`src/rtl/core/assert_macros.svh`:
```
// Assertion helpers for the RTL, used by epfl_core. They compile away in synthesis builds.
`ifndef ASSERT_MACROS_SVH
`define ASSERT_MACROS_SVH

`ifndef SYNTHESIS

// Clocked property that is ignored while the active-low reset is asserted.
`define ASSERT_CLK_RST(label, clk, rst_n, prop) \
    label: assert property (@(posedge clk) disable iff (!(rst_n)) (prop)) \
        else $error("assertion failed");

// Clocked property that is checked during reset too.
`define ASSERT_CLK(label, clk, prop) \
    label: assert property (@(posedge clk) (prop)) \
        else $error("assertion failed");

`else

`define ASSERT_CLK_RST(label, clk, rst_n, prop)
`define ASSERT_CLK(label, clk, prop)

`endif

`endif

```
`src/rtl/core/epfl_pkg.sv`:
```
`timescale 1ns / 1ps

package epfl_pkg;

    localparam int POOL_SLOTS = 32;
    localparam int TYPE_COUNT = 3;

    localparam int SLOT_W = $clog2(POOL_SLOTS);
    localparam int LINK_W = $clog2(POOL_SLOTS + 1);

    // Fixed widths of the stream fields.
    localparam int SLOT_FIELD_W = 5;
    localparam int TYPE_FIELD_W = 2;
    localparam int STAT_FIELD_W = 2;
    localparam int IN_TDATA_W   = 8;
    localparam int OUT_PAYLOAD_W = STAT_FIELD_W + SLOT_FIELD_W + TYPE_FIELD_W;
    localparam int OUT_TDATA_W  = 16;

    typedef enum logic {
        CMD_ALLOC = 1'b0,
        CMD_FREE  = 1'b1
    } t_command;

    typedef enum logic [STAT_FIELD_W-1:0] {
        ST_OK       = 2'd0,
        ST_EMPTY    = 2'd1,
        ST_NOT_USED = 2'd2
    } t_status;

    typedef struct packed {
        logic [TYPE_FIELD_W-1:0] etype;
        logic [SLOT_FIELD_W-1:0] slot;
        t_command                command;
    } t_cmd;

    typedef struct packed {
        logic [TYPE_FIELD_W-1:0] stype;
        logic [SLOT_FIELD_W-1:0] slot;
        t_status                 status;
    } t_rsp;

endpackage

```
`src/rtl/core/epfl_core.sv`:
```
`timescale 1ns / 1ps
`include "assert_macros.svh"

// Slot table and free-list head. The response is combinational from the
// current state; the state updates at the edge where i_fire is high.
module epfl_core import epfl_pkg::*; (
    input  logic i_clk,
    input  logic i_rst_n,
    input  logic i_fire,
    input  t_cmd i_cmd,
    output t_rsp o_rsp
);

    logic [LINK_W-1:0] r_link [POOL_SLOTS];
    logic [TYPE_FIELD_W-1:0] r_type [POOL_SLOTS];
    logic [POOL_SLOTS-1:0] r_used;
    logic [LINK_W-1:0] r_head;

    logic              head_null;
    logic [SLOT_W-1:0] head_idx;
    logic [LINK_W-1:0] head_next;
    logic              slot_in_range;
    logic [SLOT_W-1:0] free_idx;
    logic              free_ok;
    logic [TYPE_FIELD_W-1:0] alloc_type;
    logic              do_alloc;
    logic              do_free;

    always_comb begin
        head_null = (32'(r_head) >= 32'(POOL_SLOTS));
        head_idx  = r_head[SLOT_W-1:0];
        // A link past the null marker is taken as null.
        head_next = (32'(r_link[head_idx]) > 32'(POOL_SLOTS)) ?
                    LINK_W'(POOL_SLOTS) : r_link[head_idx];

        slot_in_range = (32'(i_cmd.slot) < 32'(POOL_SLOTS));
        free_idx      = SLOT_W'(i_cmd.slot);
        free_ok       = slot_in_range && r_used[free_idx];

        // Types outside the known set are recorded as none.
        alloc_type = (32'(i_cmd.etype) >= 32'(TYPE_COUNT)) ? '0 : i_cmd.etype;

        do_alloc = i_fire && (i_cmd.command == CMD_ALLOC) && !head_null;
        do_free  = i_fire && (i_cmd.command == CMD_FREE) && free_ok;
    end

    always_comb begin
        o_rsp = '{stype: '0, slot: '0, status: ST_OK};
        unique case (i_cmd.command)
            CMD_ALLOC: begin
                if (head_null) begin
                    o_rsp.status = ST_EMPTY;
                end else begin
                    o_rsp.slot  = SLOT_FIELD_W'(head_idx);
                    o_rsp.stype = alloc_type;
                end
            end
            CMD_FREE: begin
                if (!free_ok) begin
                    o_rsp.status = ST_NOT_USED;
                end else begin
                    o_rsp.slot  = i_cmd.slot;
                    o_rsp.stype = r_type[free_idx];
                end
            end
            default: begin
                o_rsp.status = ST_NOT_USED;
            end
        endcase
    end

    always_ff @(posedge i_clk) begin
        if (!i_rst_n) begin
            for (int i = 0; i < POOL_SLOTS; i++) begin
                r_link[i] <= LINK_W'(i + 1);
                r_type[i] <= '0;
            end
            r_used <= '0;
            r_head <= '0;
        end else begin
            if (do_alloc) begin
                r_head           <= head_next;
                r_type[head_idx] <= alloc_type;
                r_used[head_idx] <= 1'b1;
            end else if (do_free) begin
                r_link[free_idx] <= r_head;
                r_head           <= LINK_W'(free_idx);
                r_type[free_idx] <= '0;
                r_used[free_idx] <= 1'b0;
            end
        end
    end

    // The head of the free list must never point at a slot in use.
    `ASSERT_CLK_RST(a_head_is_free, i_clk, i_rst_n, do_alloc |-> !r_used[head_idx])

    // A successful free puts that slot at the head on the next cycle.
    `ASSERT_CLK_RST(a_free_pushes, i_clk, i_rst_n, do_free |=> (r_head == LINK_W'($past(free_idx))))

    // A successful allocate leaves the granted slot marked in use.
    `ASSERT_CLK_RST(a_alloc_marks, i_clk, i_rst_n, do_alloc |=> r_used[$past(head_idx)])

endmodule

```
`src/rtl/core/entity_pool_free_list.sv`:
```
`timescale 1ns / 1ps
// A command transfer passes through the input register and then the result register before its result is offered.
// One command per cycle while the result stream drains; the free-list head and slot tables update at the fire edge.
// Reset: synchronous, active low on i_rst_n; slots chained 0..N-1, head is slot 0, all slots unused.
// The handshake registers clear on reset; the payload registers are not reset.
module entity_pool_free_list import epfl_pkg::*; (
    input  logic                   i_clk,
    input  logic                   i_rst_n,
    // Command stream.
    input  logic                   i_s_axis_tvalid,
    output logic                   o_s_axis_tready,
    // tdata, from bit 0: command[0], slot[5:1], entity_type[7:6].
    input  logic [IN_TDATA_W-1:0]  i_s_axis_tdata,
    // Result stream.
    output logic                   o_m_axis_tvalid,
    input  logic                   i_m_axis_tready,
    // tdata, from bit 0: status[1:0], granted_slot[6:2], slot_type[8:7], zeros above.
    output logic [OUT_TDATA_W-1:0] o_m_axis_tdata
);

    // The input register holds one command. It is executed against the slot
    // table when the result register is empty or is being drained in the
    // same cycle, so a full pipeline still moves one transfer per cycle.
    logic r_in_valid;
    t_cmd r_in;
    logic r_out_valid;
    t_rsp r_out;

    logic fire;
    t_rsp rsp;

    assign fire            = r_in_valid && (!r_out_valid || i_m_axis_tready);
    assign o_s_axis_tready = !r_in_valid || fire;

    always_ff @(posedge i_clk) begin
        if (!i_rst_n) begin
            r_in_valid  <= 1'b0;
            r_out_valid <= 1'b0;
        end else begin
            if (o_s_axis_tready) begin
                r_in_valid <= i_s_axis_tvalid;
            end
            if (fire) begin
                r_out_valid <= 1'b1;
            end else if (i_m_axis_tready) begin
                r_out_valid <= 1'b0;
            end
        end
    end

    // Payload registers carry no reset.
    always_ff @(posedge i_clk) begin
        if (o_s_axis_tready && i_s_axis_tvalid) begin
            r_in <= t_cmd'(i_s_axis_tdata);
        end
        if (fire) begin
            r_out <= rsp;
        end
    end

    // Slot table, free-list head and the per-command decision.
    epfl_core u_core (
        .i_clk   (i_clk),
        .i_rst_n (i_rst_n),
        .i_fire  (fire),
        .i_cmd   (r_in),
        .o_rsp   (rsp)
    );

    assign o_m_axis_tvalid = r_out_valid;
    assign o_m_axis_tdata  = {{(OUT_TDATA_W - OUT_PAYLOAD_W){1'b0}}, r_out};

endmodule

```
`config.mk`:
```
export PLATFORM = sky130hd
export DESIGN_NAME = entity_pool_free_list
export DESIGN_NICKNAME = d
export VERILOG_FILES = /design/src/rtl/core/epfl_pkg.sv /design/src/rtl/core/epfl_core.sv /design/src/rtl/core/entity_pool_free_list.sv
export VERILOG_INCLUDE_DIRS = /design/src /design/src/rtl/core
export SDC_FILE = /design/constraint.sdc
export NUM_CORES = 1
export LEC_CHECK = 0
export BUFFER_PORTS_ARGS = -buffer_cell sky130_fd_sc_hd__buf_4
export CAP_MARGIN = 15
export CORE_ASPECT_RATIO = 0.9
export CORE_MARGIN = 5
export CORE_UTILIZATION = 45
export CTS_CLUSTER_DIAMETER = 100
export DETAILED_ROUTE_END_ITERATION = 10
export HOLD_SLACK_MARGIN = 0.05
export SETUP_SLACK_MARGIN = 0.5
export SYNTH_ARGS = -nofsm -noshare
export SYNTH_HDL_FRONTEND = slang
export SYNTH_SLANG_ARGS = --single-unit
```
`constraint.sdc`:
```
create_clock -name i_clk -period 5.4 [get_ports i_clk]
set_input_delay 0.54 -clock i_clk [delete_from_list [all_inputs] [get_ports i_clk]]
set_output_delay 0.54 -clock i_clk [all_outputs]
set_load 0.005 [all_outputs]
```
==> flow_summary.yaml <==
run_status:
  status: "finished clean"
critical_path:
  cpLargestDelayFamily: "compound AO/OA/AOI/OAI gates"
  critPathLaunchType: "register"
  reg2reg_slack_ps: 1080
  rr_endpoint: "u_core.r_type[17][0]"
  cp_cell_sequence: "mux2i_1 > o221ai_1 > and4_1 > o311ai_4 > o21ai_1 > o21bai_1"
  cp.depth: 6
  cp-end-kind: "register"
  r2r_cells: 6
  crit_fanout: 27
  worst_r2r_startpoint: "r_in[1]"
  arrival_ps: 4500
  slowest_delay_ps: 1160
  startpoint: "r_in[1]"
  endpoint: "u_core.r_type[17][0]"
  cp_num_buf_inv: 0
  worst-setup-path-type: "register to register"
  cp_slowest_cell: "edfxtp_1"
  critPathRequiredTime_ps: 5580
global_route:
  grt_pass1_vias: 9598
  grt_start_max_net_pins: 67
  grt_pass1_wl_microns: 66500
  grt.total_usage: 0.246
  antenna_found_initial: 1
  grt-ovfl-total: 0
sta:
  skew_ps: 20.0
  slew_headroom: 0.189
  setup_ws_ps: 1080
  rsz0062_at_grt: "no"
  final-hold-violation-count: 0
  fin_crit_ps: 4320
  fin_crit_sh: 0.800
  setup_viol: 0
  setup_tns_ps: 0
  fmax_ghz: 0.231
  tightest_slew_ps: 1220
  finalMaxSlewViolations: 0
detailed_routing:
  first_pass_iters: 6
  drtAntennaViolNets: 0
  post-route-drc-count: 0
  drt_iter0_markers: 1525
  wire_per_inst_microns: 28.8
  drt-total-wl_microns: 45400
  via_count: 9918
  vias_per_cell: 6.31
layout:
  layout_commonest_cell: "edfxtp_1"
  syn_to_final_growth_pct: 12.0
  num_antenna_cells: 0
  fillers: 2750
  final_cell_mix: "edfxtp_1, nor2_1, nand2_1"
  finalNonFillerCells: 1573
  layout.nets: 1143
  drive_gt1_frac: 0.172
synth:
  synth_flop_cell: "edfxtp_1"
  syn_inst: 1118
  ys_seq_area_frac: 0.627
  ys_ff_latch: 323
  synthArstFlopShare: 0
  yosysUniqueCellTypes: 49
  syn_area_per_cell_sq_um: 13.1
  synth_edf_count: 273
  synth-warning-count: 0
  syn_area_sq_um: 14700
placement:
  io_buffers: 22
  gp_congestion: 0.935
  dp_cells: 1507
  dp_slack_ps: 960
  hpwlAfterDp_microns: 31500
clocking:
  numCtsBuffers: 35
  ctsHtreeMaxLevel: 2
  cts.clk_slew.worst_paths_ps: 60
  cts_resized: 0
  clkSinkCount: 323
  holdBufCountCts: 0
  clock_latency_ps: 510
  cts_tree: "built"
  ctsLongestPathBuffers: 3
  cts_setup_buffers: 0
  cts_root_buf: "clkbuf_16"
die:
  coreArea_sq_um: 32000
  io-pin-count: 30
  start_util: 0.458
  die_w_microns: 200
  rows: 62
  dieHeight_microns: 181
  die_area_sq_um: 36300
flow_run:
  timing.max_cap.violations: 0
pwr:
  ir_worst_vdd_mv: 0.197
  p_leak_nw: 5.05
  finalPower_mw: 5.70
  p_per_area_nw_per_um2: 347
worst_hold_path:
  min_path_type: "input pin to register"
## cell usage after synthesis (3+ instances only)
| library cell | instances | share of area |
|---|---|---|
| a21o_1 | 8 | 0.0041 |
| a21oi_1 | 38 | 0.013 |
| a22o_1 | 7 | 0.0042 |
| a31oi_1 | 4 | 0.0017 |
| and2_1 | 4 | 0.0017 |
| and3_1 | 4 | 0.0017 |
| buf_1 | 6 | 0.0015 |
| buf_2 | 17 | 0.0058 |
| buf_4 | 13 | 0.0067 |
| clkbuf_1 | 42 | 0.011 |
| dfxtp_1 | 50 | 0.068 |
| edfxtp_1 | 273 | 0.56 |
| inv_1 | 5 | 0.0013 |
| mux2_2 | 8 | 0.0061 |
| mux2i_1 | 39 | 0.027 |
| mux4_2 | 73 | 0.11 |
| nand2_1 | 113 | 0.029 |
| nand2b_1 | 17 | 0.0072 |
| nand3_1 | 27 | 0.0092 |
| nor2_1 | 240 | 0.061 |
| nor2b_1 | 10 | 0.0043 |
| nor3_1 | 5 | 0.0017 |
| nor3b_1 | 9 | 0.0046 |
| o211ai_1 | 6 | 0.0031 |
| o21ai_0 | 11 | 0.0038 |
| o21ai_1 | 17 | 0.0058 |
| o21bai_1 | 23 | 0.012 |
| o221ai_1 | 4 | 0.0024 |
| o22a_1 | 4 | 0.0024 |
| o22ai_1 | 8 | 0.0034 |
| o311a_1 | 4 | 0.0027 |
| o311ai_1 | 3 | 0.0018 |
| o311ai_4 | 4 | 0.0072 |
| or2_2 | 4 | 0.0017 |
## per-stage QoR
step	utilization	cell area, sq um	hold WS [ps]
2_1_floorplan	-	14700	436
3_3_place_gp	0.475	15200	456
3_5_place_dp	0.475	15200	456
4_1_cts	0.512	16400	196
5_1_grt	0.513	16400	191
6_report	0.513	16400	202
## cell families after synthesis
group,synth area share
AND/OR/NAND/NOR,0.128
flip-flops,0.627
AO/OA/AOI/OAI,0.0713
multiplexers,0.145
buffers and inverters,0.0289
other,0.000256
## how the worst min path moves through the flow
stage,startpoint,to,cells after the start
floorplan,u_core.r_used[0],u_core.r_used[0],2
global placement,u_core.r_used[12],u_core.r_used[12],2
detailed placement,u_core.r_used[4],u_core.r_used[4],2
CTS,i_s_axis_tdata[7],r_in[7],1
global route,i_s_axis_tdata[0],r_in[0],1
finish,i_s_axis_tdata[7],r_in[7],1
## layer usage
metal  GRT usage  part of all wire
met4      0.0548             0.025
met2       0.370              0.44
met3      0.0559              0.11
met1       0.370              0.43
met5           0                 0
## worst register-to-register path, delay by kind of cell (launching register included)
kind	cells	cell delay (ps)
compound gates	4	1820
flops	1	1160
mux	1	230
simple gates	1	780
## final cells by class
cell class                      instances  area, sq um  area share
Multi-Input combinational cell        715         5100       0.311
Clock buffer                           45          976      0.0594
Sequential cell                       323         9200       0.560
Timing Repair Buffer                   51          408      0.0248
Inverter                                5         18.8     0.00114
Clock inverter                         18          205      0.0125
Tap cell                              416          520      0.0317
## report_power, final
group | switching, mW | total [mW] | internal (mW)
Combinational | 0.233 | 0.380 | 0.147
Clock | 0.972 | 2.48 | 1.51
Sequential | 0.0735 | 2.83 | 2.76
## sequential cells by signal (all words and copies together), names as in the netlist, named ones only
signal	cells
u_core.r_link	192
u_core.r_type	64
u_core.r_used	32
o_m_axis_tdata	9
r_in	8
u_core.r_head	6
o_m_axis_tvalid	1
r_in_valid	1
No activity file was read; power rests on OpenSTA's default activity.
